**config.mk**
```make
export PLATFORM = sky130hd
export DESIGN_NAME = envelope_level_control
export DESIGN_NICKNAME = d
export VERILOG_FILES = /design/src/rtl/core/elc_pkg.sv /design/src/rtl/core/elc_csr.sv /design/src/rtl/core/elc_ctrl.sv /design/src/rtl/core/elc_dp.sv /design/src/rtl/core/envelope_level_control.sv
export SDC_FILE = /design/constraint.sdc
export NUM_CORES = 2
export LEC_CHECK = 0
export ABC_AREA = 1
export ABC_CLOCK_PERIOD_IN_PS = 7590
export BUFFER_PORTS_ARGS = -buffer_cell sky130_fd_sc_hd__buf_4
export CORE_AREA = 2 2 396 398
export DETAILED_ROUTE_END_ITERATION = 12
export DIE_AREA = 0 0 398 400
export GPL_TIMING_DRIVEN = 1
export SLEW_MARGIN = 20
export SYNTH_ARGS = -nofsm -noshare
export SYNTH_HDL_FRONTEND = slang
export SYNTH_HIERARCHICAL = 1
export SYNTH_SLANG_ARGS = --single-unit
```
**constraint.sdc**
```tcl
create_clock -name clock -period 7.59 [get_ports clock]
set_clock_uncertainty 0.05 [all_clocks]
set_input_delay 0.3795 -clock clock [delete_from_list [all_inputs] [get_ports clock]]
set_output_delay 0.3795 -clock clock [all_outputs]
set_load 0.02 [all_outputs]
```
**src/rtl/core/elc_pkg.sv**
```systemverilog
// Shared types and constants for the envelope level control block.
package elc_pkg;

   localparam int TARGET_BITS    = 15;
   localparam int GAIN_BITS      = 16;
   localparam int COEFF_BITS     = 16;
   localparam int CSR_DATA_BITS  = 16;
   localparam int CSR_INDEX_BITS = 3;

   typedef enum logic [CSR_INDEX_BITS-1:0] {
      REG_ENABLE         = 3'd0,
      REG_TARGET_LEVEL   = 3'd1,
      REG_MAX_GAIN       = 3'd2,
      REG_MIN_GAIN       = 3'd3,
      REG_ATTACK_COEFF   = 3'd4,
      REG_RELEASE_COEFF  = 3'd5,
      REG_NULL_THRESHOLD = 3'd6
   } reg_index_type;

   localparam logic [TARGET_BITS-1:0] TARGET_LEVEL_RST   = 15'd16384;
   localparam logic [GAIN_BITS-1:0]   MAX_GAIN_RST       = 16'd32768;
   localparam logic [GAIN_BITS-1:0]   MIN_GAIN_RST       = 16'd1024;
   localparam logic [COEFF_BITS-1:0]  ATTACK_COEFF_RST   = 16'd655;
   localparam logic [COEFF_BITS-1:0]  RELEASE_COEFF_RST  = 16'd7;
   localparam logic [TARGET_BITS-1:0] NULL_THRESHOLD_RST = 15'd0;

   typedef struct packed {
      logic                   enable;
      logic [TARGET_BITS-1:0] target_level;
      logic [GAIN_BITS-1:0]   max_gain;
      logic [GAIN_BITS-1:0]   min_gain;
      logic [COEFF_BITS-1:0]  attack_coeff;
      logic [COEFF_BITS-1:0]  release_coeff;
      logic [TARGET_BITS-1:0] null_threshold;
   } cfg_type;

   typedef struct packed {
      logic load;
      logic prep;
      logic div_step;
      logic diff;
      logic mul_lo;
      logic mul_hi;
      logic sum;
      logic update;
      logic clamp;
      logic out_mul;
      logic finish;
   } cmd_type;

   typedef struct packed {
      logic enable;
      logic at_null;
      logic div_last;
      logic out_free;
   } sts_type;

   typedef enum logic [10:0] {
      ST_IDLE   = 11'b00000000001,
      ST_PREP   = 11'b00000000010,
      ST_DIV    = 11'b00000000100,
      ST_DIFF   = 11'b00000001000,
      ST_MULLO  = 11'b00000010000,
      ST_MULHI  = 11'b00000100000,
      ST_SUM    = 11'b00001000000,
      ST_UPDATE = 11'b00010000000,
      ST_CLAMP  = 11'b00100000000,
      ST_OUTMUL = 11'b01000000000,
      ST_FINISH = 11'b10000000000
   } state_type;

endpackage

```
**src/rtl/core/elc_csr.sv**
```systemverilog
// Configuration register file with gain restart on enable rising.
module elc_csr (
   input  logic                                clock,
   input  logic                                reset,
   input  logic                                csr_write_enable,
   input  logic [elc_pkg::CSR_INDEX_BITS-1:0]  csr_index,
   input  logic [elc_pkg::CSR_DATA_BITS-1:0]   csr_write_data,
   output elc_pkg::cfg_type                    cfg_o,
   output logic                                gain_reset_o
);

   elc_pkg::cfg_type cfg_ff;
   elc_pkg::cfg_type cfg_in;

   always_comb begin
      cfg_in = cfg_ff;
      if (csr_write_enable) begin
         case (csr_index)
            elc_pkg::REG_ENABLE:         cfg_in.enable = csr_write_data[0];
            elc_pkg::REG_TARGET_LEVEL:
               cfg_in.target_level = csr_write_data[elc_pkg::TARGET_BITS-1:0];
            elc_pkg::REG_MAX_GAIN:       cfg_in.max_gain = csr_write_data;
            elc_pkg::REG_MIN_GAIN:       cfg_in.min_gain = csr_write_data;
            elc_pkg::REG_ATTACK_COEFF:   cfg_in.attack_coeff = csr_write_data;
            elc_pkg::REG_RELEASE_COEFF:  cfg_in.release_coeff = csr_write_data;
            elc_pkg::REG_NULL_THRESHOLD:
               cfg_in.null_threshold = csr_write_data[elc_pkg::TARGET_BITS-1:0];
            default: cfg_in = cfg_ff;
         endcase
      end
   end

   always_ff @(posedge clock) begin
      if (reset) begin
         cfg_ff.enable         <= 1'b0;
         cfg_ff.target_level   <= elc_pkg::TARGET_LEVEL_RST;
         cfg_ff.max_gain       <= elc_pkg::MAX_GAIN_RST;
         cfg_ff.min_gain       <= elc_pkg::MIN_GAIN_RST;
         cfg_ff.attack_coeff   <= elc_pkg::ATTACK_COEFF_RST;
         cfg_ff.release_coeff  <= elc_pkg::RELEASE_COEFF_RST;
         cfg_ff.null_threshold <= elc_pkg::NULL_THRESHOLD_RST;
      end else begin
         cfg_ff <= cfg_in;
      end
   end

   assign gain_reset_o = csr_write_enable && (csr_index == elc_pkg::REG_ENABLE)
                         && csr_write_data[0] && !cfg_ff.enable;
   assign cfg_o = cfg_ff;

endmodule

```
**src/rtl/core/elc_ctrl.sv**
```systemverilog
// Sequencing state machine for the level control datapath.
module elc_ctrl (
   input  logic             clock,
   input  logic             reset,
   input  logic             req_valid,
   output logic             req_stall,
   input  elc_pkg::sts_type sts_i,
   output elc_pkg::cmd_type cmd_o
);

   elc_pkg::state_type state_ff;
   elc_pkg::state_type state_in;
   logic               accept;

   assign accept    = req_valid && (state_ff == elc_pkg::ST_IDLE);
   assign req_stall = (state_ff != elc_pkg::ST_IDLE);

   always_comb begin
      state_in = state_ff;
      case (state_ff)
         elc_pkg::ST_IDLE:   if (accept) state_in = elc_pkg::ST_PREP;
         elc_pkg::ST_PREP: begin
            if (!sts_i.enable)
               state_in = elc_pkg::ST_FINISH;
            else if (sts_i.at_null)
               state_in = elc_pkg::ST_DIFF;
            else
               state_in = elc_pkg::ST_DIV;
         end
         elc_pkg::ST_DIV:    if (sts_i.div_last) state_in = elc_pkg::ST_DIFF;
         elc_pkg::ST_DIFF:   state_in = elc_pkg::ST_MULLO;
         elc_pkg::ST_MULLO:  state_in = elc_pkg::ST_MULHI;
         elc_pkg::ST_MULHI:  state_in = elc_pkg::ST_SUM;
         elc_pkg::ST_SUM:    state_in = elc_pkg::ST_UPDATE;
         elc_pkg::ST_UPDATE: state_in = elc_pkg::ST_CLAMP;
         elc_pkg::ST_CLAMP:  state_in = elc_pkg::ST_OUTMUL;
         elc_pkg::ST_OUTMUL: state_in = elc_pkg::ST_FINISH;
         elc_pkg::ST_FINISH: if (sts_i.out_free) state_in = elc_pkg::ST_IDLE;
         default:            state_in = elc_pkg::ST_IDLE;
      endcase
   end

   always_ff @(posedge clock) begin
      if (reset) begin
         state_ff <= elc_pkg::ST_IDLE;
      end else begin
         state_ff <= state_in;
      end
   end

   always_comb begin
      cmd_o.load     = accept;
      cmd_o.prep     = (state_ff == elc_pkg::ST_PREP);
      cmd_o.div_step = (state_ff == elc_pkg::ST_DIV);
      cmd_o.diff     = (state_ff == elc_pkg::ST_DIFF);
      cmd_o.mul_lo   = (state_ff == elc_pkg::ST_MULLO);
      cmd_o.mul_hi   = (state_ff == elc_pkg::ST_MULHI);
      cmd_o.sum      = (state_ff == elc_pkg::ST_SUM);
      cmd_o.update   = (state_ff == elc_pkg::ST_UPDATE);
      cmd_o.clamp    = (state_ff == elc_pkg::ST_CLAMP);
      cmd_o.out_mul  = (state_ff == elc_pkg::ST_OUTMUL);
      cmd_o.finish   = (state_ff == elc_pkg::ST_FINISH) && sts_i.out_free;
   end

   a_accept_to_prep: assert property (@(posedge clock) disable iff (reset)
      accept |=> (state_ff == elc_pkg::ST_PREP))
      else $error("accepted beat did not start preparation");

   a_finish_holds: assert property (@(posedge clock) disable iff (reset)
      (state_ff == elc_pkg::ST_FINISH && !sts_i.out_free) |=> (state_ff == elc_pkg::ST_FINISH))
      else $error("finish left while result register busy");

   a_div_holds: assert property (@(posedge clock) disable iff (reset)
      (state_ff == elc_pkg::ST_DIV && !sts_i.div_last) |=> (state_ff == elc_pkg::ST_DIV))
      else $error("divide ended early");

endmodule

```
**src/rtl/core/elc_dp.sv**
```systemverilog
// Datapath: magnitude, saturating divider, gain smoothing, clamp and output scaling.
module elc_dp #(
   parameter int SAMPLE_BITS          = 16,
   parameter int GAIN_EXTRA_FRAC_BITS = 16
) (
   input  logic                          clock,
   input  logic                          reset,
   input  elc_pkg::cfg_type              cfg_i,
   input  logic                          gain_reset_i,
   input  elc_pkg::cmd_type              cmd_i,
   output elc_pkg::sts_type              sts_o,
   input  logic signed [SAMPLE_BITS-1:0] req_sample,
   input  logic                          rsp_stall,
   output logic                          rsp_valid,
   output logic signed [SAMPLE_BITS-1:0] rsp_leveled_sample,
   output logic [elc_pkg::GAIN_BITS-1:0] rsp_gain_now
);

   localparam int SB          = SAMPLE_BITS;
   localparam int E           = GAIN_EXTRA_FRAC_BITS;
   localparam int GW          = 16 + E;
   localparam int F           = 12 + E;
   localparam int QW          = GW + 1;
   localparam int SH          = E + SB - 4;
   localparam int DIV_BITS    = 15 + SH;
   localparam int DIV_STEPS   = DIV_BITS + (DIV_BITS % 2);
   localparam int DIV_CYCLES  = DIV_STEPS / 2;
   localparam int CNT_W       = $clog2(DIV_CYCLES);
   localparam bit DVD_PAD     = (DIV_BITS % 2) == 1;
   localparam int CW          = (SB > 16) ? SB : 16;
   localparam int MAG_SH      = (SB < 16) ? 16 - SB : 0;
   localparam int NUL_SH      = (SB > 16) ? SB - 16 : 0;
   localparam int HL          = (GW + 1) / 2;
   localparam int HH          = GW - HL;
   localparam int PW          = SB + 17;
   localparam int OW          = PW - 12;
   localparam logic [GW-1:0] GAIN_ONE = GW'(64'd1 << F);
   localparam logic [OW-1:0] LIM_NEG  = OW'(64'd1 << (SB - 1));
   localparam logic [OW-1:0] LIM_POS  = OW'((64'd1 << (SB - 1)) - 64'd1);
   localparam logic [PW-1:0] ROUND    = PW'(2048);

   // item registers
   logic [SB-1:0]    raw_ff, mag_ff;
   logic             neg_ff, at_null_ff;
   // divider
   logic [SB-1:0]    rem_ff, rem_in;
   logic [QW-1:0]    q_ff, q_in;
   logic             over_ff, over_in;
   logic [15:0]      dvd_ff, dvd_in;
   logic [CNT_W-1:0] cnt_ff;
   // smoothing
   logic             dec_ff, dec_in;
   logic [GW-1:0]    diff_ff, diff_in;
   logic [15:0]      coeff_ff;
   logic [HL+15:0]   plo_ff, plo_in;
   logic [HH+15:0]   phi_ff, phi_in;
   logic [GW-1:0]    add_ff, add_in;
   logic [GW-1:0]    gain_ff, gain_in;
   logic [PW-1:0]    prod_ff, prod_in;
   // result register
   logic             rsp_valid_ff;
   logic [SB-1:0]    rsp_sample_ff, rsp_sample_in;
   logic [15:0]      rsp_gain_ff;

   logic [SB-1:0]    raw_in, mag_in;
   logic [GW-1:0]    maxg, ming, desired, gain_clamped, gain_lo_clamped;
   logic [GW:0]      sub_gd;
   logic [CW-1:0]    mag_cmp, nul_cmp;
   logic             at_null;
   logic [GW+15:0]   sum_full;
   logic [OW-1:0]    prod_sh, lim, prod_sat;
   logic [SB-1:0]    lev;
   logic             out_free;

   assign raw_in = req_sample;
   assign mag_in = raw_in[SB-1] ? SB'(~raw_in + SB'(1)) : raw_in;

   assign maxg = GW'(cfg_i.max_gain) << E;
   assign ming = GW'(cfg_i.min_gain) << E;

   assign mag_cmp = CW'(mag_ff) << MAG_SH;
   assign nul_cmp = CW'(cfg_i.null_threshold) << NUL_SH;
   assign at_null = (mag_cmp <= nul_cmp);

   // two restoring steps per cycle, quotient frozen once above the cap
   always_comb begin
      logic [SB:0]   r_sh;
      logic [SB-1:0] r;
      logic [QW-1:0] q;
      logic          ov;
      logic [15:0]   d;
      logic          ge;
      r  = rem_ff;
      q  = q_ff;
      ov = over_ff;
      d  = dvd_ff;
      for (int k = 0; k < 2; k++) begin
         r_sh = {r, d[15]};
         d    = {d[14:0], 1'b0};
         ge   = (r_sh >= {1'b0, mag_ff});
         if (ge) begin
            r_sh = r_sh - {1'b0, mag_ff};
         end
         r = r_sh[SB-1:0];
         if (!ov) begin
            q = {q[QW-2:0], ge};
         end
         if (q > {1'b0, maxg}) begin
            ov = 1'b1;
         end
      end
      rem_in  = r;
      q_in    = q;
      over_in = ov;
      dvd_in  = d;
   end

   assign desired = (at_null_ff || over_ff) ? maxg : q_ff[GW-1:0];
   assign sub_gd  = {1'b0, gain_ff} - {1'b0, desired};
   assign dec_in  = (desired < gain_ff);
   assign diff_in = dec_in ? sub_gd[GW-1:0] : (desired - gain_ff);

   assign plo_in   = (HL+16)'(diff_ff[HL-1:0]) * (HL+16)'(coeff_ff);
   assign phi_in   = (HH+16)'(diff_ff[GW-1:HL]) * (HH+16)'(coeff_ff);
   assign sum_full = ((GW+16)'(phi_ff) << HL) + (GW+16)'(plo_ff);
   assign add_in   = sum_full[GW+15:16];

   assign gain_lo_clamped = (gain_ff < ming) ? ming : gain_ff;
   assign gain_clamped    = (gain_lo_clamped > maxg) ? maxg : gain_lo_clamped;

   always_comb begin
      gain_in = gain_ff;
      if (gain_reset_i) begin
         gain_in = GAIN_ONE;
      end else if (cmd_i.update) begin
         gain_in = dec_ff ? (gain_ff - add_ff) : (gain_ff + add_ff);
      end else if (cmd_i.clamp) begin
         gain_in = gain_clamped;
      end
   end

   assign prod_in = PW'(mag_ff) * PW'(gain_ff[E+15:E]) + ROUND;

   assign prod_sh  = prod_ff[PW-1:12];
   assign lim      = neg_ff ? LIM_NEG : LIM_POS;
   assign prod_sat = (prod_sh > lim) ? lim : prod_sh;
   assign lev      = neg_ff ? SB'(SB'(0) - prod_sat[SB-1:0]) : prod_sat[SB-1:0];
   assign rsp_sample_in = cfg_i.enable ? lev : raw_ff;

   assign out_free = !rsp_valid_ff || !rsp_stall;

   always_ff @(posedge clock) begin
      if (reset) begin
         gain_ff      <= GAIN_ONE;
         rsp_valid_ff <= 1'b0;
         cnt_ff       <= '0;
      end else begin
         gain_ff <= gain_in;
         if (cmd_i.finish) begin
            rsp_valid_ff <= 1'b1;
         end else if (!rsp_stall) begin
            rsp_valid_ff <= 1'b0;
         end
         if (cmd_i.prep) begin
            cnt_ff <= '0;
         end else if (cmd_i.div_step) begin
            cnt_ff <= cnt_ff + CNT_W'(1);
         end
      end
   end

   always_ff @(posedge clock) begin
      if (cmd_i.load) begin
         raw_ff <= raw_in;
         mag_ff <= mag_in;
         neg_ff <= raw_in[SB-1];
      end
      if (cmd_i.prep) begin
         at_null_ff <= at_null;
         rem_ff     <= '0;
         q_ff       <= '0;
         over_ff    <= 1'b0;
         dvd_ff     <= DVD_PAD ? {1'b0, cfg_i.target_level} : {cfg_i.target_level, 1'b0};
      end else if (cmd_i.div_step) begin
         rem_ff  <= rem_in;
         q_ff    <= q_in;
         over_ff <= over_in;
         dvd_ff  <= dvd_in;
      end
      if (cmd_i.diff) begin
         dec_ff   <= dec_in;
         diff_ff  <= diff_in;
         coeff_ff <= dec_in ? cfg_i.attack_coeff : cfg_i.release_coeff;
      end
      if (cmd_i.mul_lo) begin
         plo_ff <= plo_in;
      end
      if (cmd_i.mul_hi) begin
         phi_ff <= phi_in;
      end
      if (cmd_i.sum) begin
         add_ff <= add_in;
      end
      if (cmd_i.out_mul) begin
         prod_ff <= prod_in;
      end
      if (cmd_i.finish) begin
         rsp_sample_ff <= rsp_sample_in;
         rsp_gain_ff   <= gain_ff[E+15:E];
      end
   end

   always_comb begin
      sts_o.enable   = cfg_i.enable;
      sts_o.at_null  = at_null;
      sts_o.div_last = (cnt_ff == CNT_W'(DIV_CYCLES - 1));
      sts_o.out_free = out_free;
   end

   assign rsp_valid          = rsp_valid_ff;
   assign rsp_leveled_sample = rsp_sample_ff;
   assign rsp_gain_now       = rsp_gain_ff;

   a_finish_free: assert property (@(posedge clock) disable iff (reset)
      cmd_i.finish |-> (!rsp_valid_ff || !rsp_stall))
      else $error("result overwritten while stalled");

   a_clamp_bound: assert property (@(posedge clock) disable iff (reset)
      cmd_i.clamp |=> (gain_ff <= maxg))
      else $error("gain above maximum after clamp");

endmodule

```
**src/rtl/core/envelope_level_control.sv**
```systemverilog
// Envelope level control top level: attack/release gain with saturated scaling.
// Enabled: each input beat passes PREP, the two-bit-per-cycle restoring divider (DIV),
//   then DIFF, MULLO, MULHI, SUM, UPDATE, CLAMP, OUTMUL and FINISH; no new beat is taken until done.
// At or below the null threshold the divide is skipped and DIFF follows PREP directly.
// Disabled: PREP goes straight to FINISH. FINISH waits while the result register is stalled.
// Synchronous reset restores defaults and a gain of 1.0.
module envelope_level_control #(
   parameter int SAMPLE_BITS          = 16,
   parameter int GAIN_EXTRA_FRAC_BITS = 16
) (
   input  logic                                clock,
   input  logic                                reset,
   input  logic                                req_valid,
   output logic                                req_stall,
   input  logic signed [SAMPLE_BITS-1:0]       req_sample,
   output logic                                rsp_valid,
   input  logic                                rsp_stall,
   output logic signed [SAMPLE_BITS-1:0]       rsp_leveled_sample,
   output logic [elc_pkg::GAIN_BITS-1:0]       rsp_gain_now,
   input  logic                                csr_write_enable,
   input  logic [elc_pkg::CSR_INDEX_BITS-1:0]  csr_index,
   input  logic [elc_pkg::CSR_DATA_BITS-1:0]   csr_write_data
);

   elc_pkg::cfg_type cfg;
   elc_pkg::cmd_type cmd;
   elc_pkg::sts_type sts;
   logic             gain_reset;

   elc_csr u_csr (
      .clock            (clock),
      .reset            (reset),
      .csr_write_enable (csr_write_enable),
      .csr_index        (csr_index),
      .csr_write_data   (csr_write_data),
      .cfg_o            (cfg),
      .gain_reset_o     (gain_reset)
   );

   elc_ctrl u_ctrl (
      .clock     (clock),
      .reset     (reset),
      .req_valid (req_valid),
      .req_stall (req_stall),
      .sts_i     (sts),
      .cmd_o     (cmd)
   );

   elc_dp #(
      .SAMPLE_BITS          (SAMPLE_BITS),
      .GAIN_EXTRA_FRAC_BITS (GAIN_EXTRA_FRAC_BITS)
   ) u_dp (
      .clock              (clock),
      .reset              (reset),
      .cfg_i              (cfg),
      .gain_reset_i       (gain_reset),
      .cmd_i              (cmd),
      .sts_o              (sts),
      .req_sample         (req_sample),
      .rsp_stall          (rsp_stall),
      .rsp_valid          (rsp_valid),
      .rsp_leveled_sample (rsp_leveled_sample),
      .rsp_gain_now       (rsp_gain_now)
   );

endmodule

```
==> key figures <==
Yosys
  • Syn Nets: 8,298
  • Area fraction of the dominant cell type after synthesis: 21.8%
  • Number of standard cells after synthesis: 7,109
  • Seq cells post-synth: 424
  • Synth warn: 6
  • Ys async rst share: 0%
  • Post-synthesis average cell area: 7.58 µm²
  • Cell type with the largest total area after synthesis: sky130_fd_sc_hd__fa_1
  • Most used flip-flop cell after synthesis: sky130_fd_sc_hd__edfxtp_1
  • Largest cells by area after synthesis: sky130_fd_sc_hd__fa_1 22%, sky130_fd_sc_hd__ha_1 13%, sky130_fd_sc_hd__edfxtp_1 13%
  • Sequential area share after synthesis: 20.0%
  • Number of enable-type register cells in the synthesized netlist: 229
  • Netlist area before placement: 53,900 µm²
  • Synth unique cells: 63

Clocking
  • CTS Sinks: 424
  • Number of gates resized after cts: 0
  • Clock-pin slew of the registers on the worst-case setup and hold paths: 0.06 ns
  • Clk_lat worst skew: 0.67 ns
  • Inserted Clock Buffers: 51
  • CTS root buf: sky130_fd_sc_hd__clkbuf_16
  • Post-CTS Setup Repair Bufs: 0
  • TritonCTS clock tree: yes
  • Max H-tree Level: 2
  • Max Buffers Root-to-Sink: 3

Placement
  • GPL Wtd Cong: 0.950
  • Detailed placer's ending HPWL: 131,000 µm
  • Setup Slack @ Placement: 0.924 ns
  • Number of buffers added on ports: 73

GRT
  • First-pass GRT wire length: 257,000 µm
  • Number of global-route vias before repair: 45,300
  • M1 GR Usage: 27.4%
  • Largest net degree at the start of global routing: 73
  • Busiest layer in global routing: met2
  • Final global-route overflow total: 0
  • Number of antenna violations at the first check in global routing: 3
  • Overall track demand over capacity in global routing: 20.6%
  • Met2 Resource Use GR: 34.6%
  • Met3 global-route usage: 2.21%

Floorplan
  • X dimension of the die: 398 µm
  • Std-Cell Core Area: 155,000 µm²
  • IO Pins: 74
  • Starting utilization of the core area: 34.7%
  • Number of core rows: 145
  • Die Footprint: 159,000 µm²
  • Die Y: 400 µm

Cells and area
  • Number of nets in the layout: 8,247
  • Final core utilization: 37.7%
  • Fraction of final layout cells sized beyond drive strength 1: 4.56%
  • P&R area growth vs syn: 8.37%

Worst setup path
  • CP Class: flip-flop to flip-flop
  • Terminus of the critical flop-to-flop path: u_dp/phi_ff[31]
  • Minimum setup slack among reg-to-reg paths: 0.88 ns
  • CP arrival: 7.07 ns
  • Crit. End Element: flip-flop
  • Reg2Reg Launch Point: u_dp/coeff_ff[1]
  • Largest fanout on the critical path: 17
  • Required time of the critical path: 7.95 ns
  • Worst R2R Path Depth: 27
  • CP peak stage delay: 0.77 ns
  • Crit. Startpoint: u_dp/coeff_ff[1]
  • Worst Setup Start Kind: flip-flop
  • CP max stage cell: sky130_fd_sc_hd__edfxtp_1

Power
  • Power per cell area: 152 nW/µm²
  • Peak supply drop: 0.178 mV
  • Leakage: 30.0 nW

STA
  • Max-slew violations: 0
  • Minimum period implied by the final worst setup slack: 6.71 ns
  • Transition time of the tightest slew-check pin: 1.09 ns
  • Post-route setup slack: 0.877 ns
  • Setup TNS: 0 ns
  • Hold Worst Slack: 0.0362 ns
  • Setup violation total in the final timing report: 0
  • Highest attainable clock frequency: 0.149 GHz
  • RSZ-0062 raised after global routing: false
  • Worst slew slack as a fraction of its limit: 27.4%
  • Final count of hold timing violations: 0
  • Crit share post-route: 88.4%

Route
  • Routed via count divided by cell count: 4.94
  • Pre-antenna DRT Iters: 5
  • Total wirelength of the detailed-routed design: 164,000 µm
  • Antenna violation net count after detailed routing: 0
  • Vias after detailed routing: 45,200
  • Number of design-rule violations left by the first detailed-router iteration: 2,978
  • Remaining DRCs: 0
  • Routed wire length per instance: 17.9 µm

Flow run
  • Max-cap violations: 0

Min path
  • Capture endpoint of the worst hold path: u_csr/cfg_o[57]
  • Hold crit path type: input pin to flip-flop
  • Launch point of the worst hold path: csr_write_data[10]
  • Hold-critical path depth: 3

Outcome
  • Status: finished clean
==> timing repair <==
item	4_1_cts	5_1_grt
setup endpoints to repair	0	0
endpoints found under the hold margin	36	0
hold buffers	25	0
==> how the worst max path moves through the flow <==
stage                             to  slack [ns]  cells past startpoint
finish               u_dp/phi_ff[31]        0.88                     27
global route         u_dp/phi_ff[31]        0.55                     27
CTS                  u_dp/phi_ff[31]        0.90                     27
detailed placement   u_dp/phi_ff[31]        0.92                     27
global placement     u_dp/phi_ff[31]        0.96                     27
floorplan           u_dp/prod_ff[30]        1.39                     26
==> cells in the final DEF (no fill, tap or decap), types with 24 or more instances in the layout <==
cell type and instances:
sky130_fd_sc_hd__dfxtp_1 194, sky130_fd_sc_hd__a21oi_1 361, sky130_fd_sc_hd__dlygate4sd3_1 25, sky130_fd_sc_hd__o211ai_1 24
sky130_fd_sc_hd__buf_4 156, sky130_fd_sc_hd__xor2_1 132, sky130_fd_sc_hd__nand4_1 41, sky130_fd_sc_hd__o21ai_1 42
sky130_fd_sc_hd__a31oi_1 35, sky130_fd_sc_hd__edfxtp_1 229, sky130_fd_sc_hd__nor2_1 456, sky130_fd_sc_hd__clkbuf_16 52
sky130_fd_sc_hd__nand3_1 164, sky130_fd_sc_hd__o21ai_0 363, sky130_fd_sc_hd__nor3_1 53, sky130_fd_sc_hd__nand2_1 1768
sky130_fd_sc_hd__xnor2_1 71, sky130_fd_sc_hd__ha_1 561, sky130_fd_sc_hd__inv_1 1513, sky130_fd_sc_hd__fa_1 588
==> cell usage after synthesis (19+ instances only) <==
cell type                  number
sky130_fd_sc_hd__o21ai_0      363
sky130_fd_sc_hd__nand2_1     1768
sky130_fd_sc_hd__edfxtp_1     229
sky130_fd_sc_hd__buf_2         31
sky130_fd_sc_hd__xnor2_1       71
sky130_fd_sc_hd__o211ai_1      24
sky130_fd_sc_hd__nor3_1        53
sky130_fd_sc_hd__nor2_1       460
sky130_fd_sc_hd__nand4_1       41
sky130_fd_sc_hd__clkbuf_1     212
sky130_fd_sc_hd__o21bai_1      19
sky130_fd_sc_hd__xor2_1       132
sky130_fd_sc_hd__fa_1         588
sky130_fd_sc_hd__inv_1       1516
sky130_fd_sc_hd__a31oi_1       35
sky130_fd_sc_hd__o21ai_1       42
sky130_fd_sc_hd__ha_1         561
sky130_fd_sc_hd__a21oi_1      361
sky130_fd_sc_hd__nand3_1      164
sky130_fd_sc_hd__a21o_1        21
sky130_fd_sc_hd__dfxtp_1      195
==> cell type report <==
| class | instances | area, µm² |
|---|---|---|
| timing repair buffer | 181 | 1420 |
| tap | 2058 | 2570 |
| clock inverter | 36 | 393 |
| multi-input combinational | 4876 | 36200 |
| antenna | 1 | 2.50 |
| inverter | 1524 | 5720 |
| sequential | 424 | 10800 |
| fill | 16100 | 96700 |
| clock buffer | 59 | 1340 |
==> routing by layer <==
metal / share of wire [%] / vias to the layer above
met5: 0.014 / -
met4: 4.0 / 4
met3: 5.1 / 236
met2: 47 / 1208
met1: 44 / 22000
li1: - / 21800
==> worst max-delay path: cells and delay by family (launching register included) <==
kind | cells | cell delay (ns)
adder cells (fa/ha/maj) | 7 | 3.41
flip-flops | 1 | 0.77
XOR/XNOR | 1 | 0.14
AO/OA/AOI/OAI | 4 | 0.60
AND/OR/NAND/NOR | 9 | 0.84
buffers and inverters | 6 | 0.64
==> power by group <==
part	internal, mW	switching, mW
registers	2.61	0.119
clock network	1.46	1.13
logic	1.14	2.42
total	5.21	3.67
==> cells by family (layout without fill, tap and decap cells) <==
kind of cell | count (synthesis) | after routing | share of synthesized area (%)
AND/OR/NAND/NOR | 2577 | 2577 | 19.3
buffers and inverters | 1809 | 1800 | 12.9
adder cells (fa/ha/maj) | 1149 | 1149 | 34.9
AO/OA/AOI/OAI | 942 | 942 | 9.55
flip-flops | 424 | 424 | 20.0
XOR/XNOR | 203 | 203 | 3.30
multiplexers | 5 | 5 | 0.0929
other | 0 | 1 | 0
==> flip-flops by register name, indices dropped and copies added (netlist names) <==
register,count
u_dp/rsp_valid,1
u_dp/q_ff,33
u_ctrl/state_ff,11
u_dp/add_ff,32
u_dp/cnt_ff,5
u_dp/phi_ff,32
u_dp/rsp_leveled_sample,16
u_dp/dec_ff,1
u_dp/at_null_ff,1
u_dp/rsp_gain_now,16
u_dp/plo_ff,16
u_dp/dvd_ff,16
u_csr/cfg_o,95
u_dp/gain_ff,32
u_dp/prod_ff,21
u_dp/diff_ff,32
u_dp/coeff_ff,16
u_dp/rem_ff,16
u_dp/mag_cmp,15
u_dp/over_ff,1
u_dp/raw_ff,16
==> through the flow <==
stage | power [mW] | area, µm² | instances
after global placement | 6.24 | 56400 | 9038
final | 8.88 | 58400 | 9159
after global routing | 9.42 | 58400 | 9158
after floorplan | 5.23 | 53900 | 7109
after CTS | 8.88 | 58400 | 9158
after detailed placement | 6.23 | 56400 | 9038
Note: power is estimated with default switching activity, not from simulation.
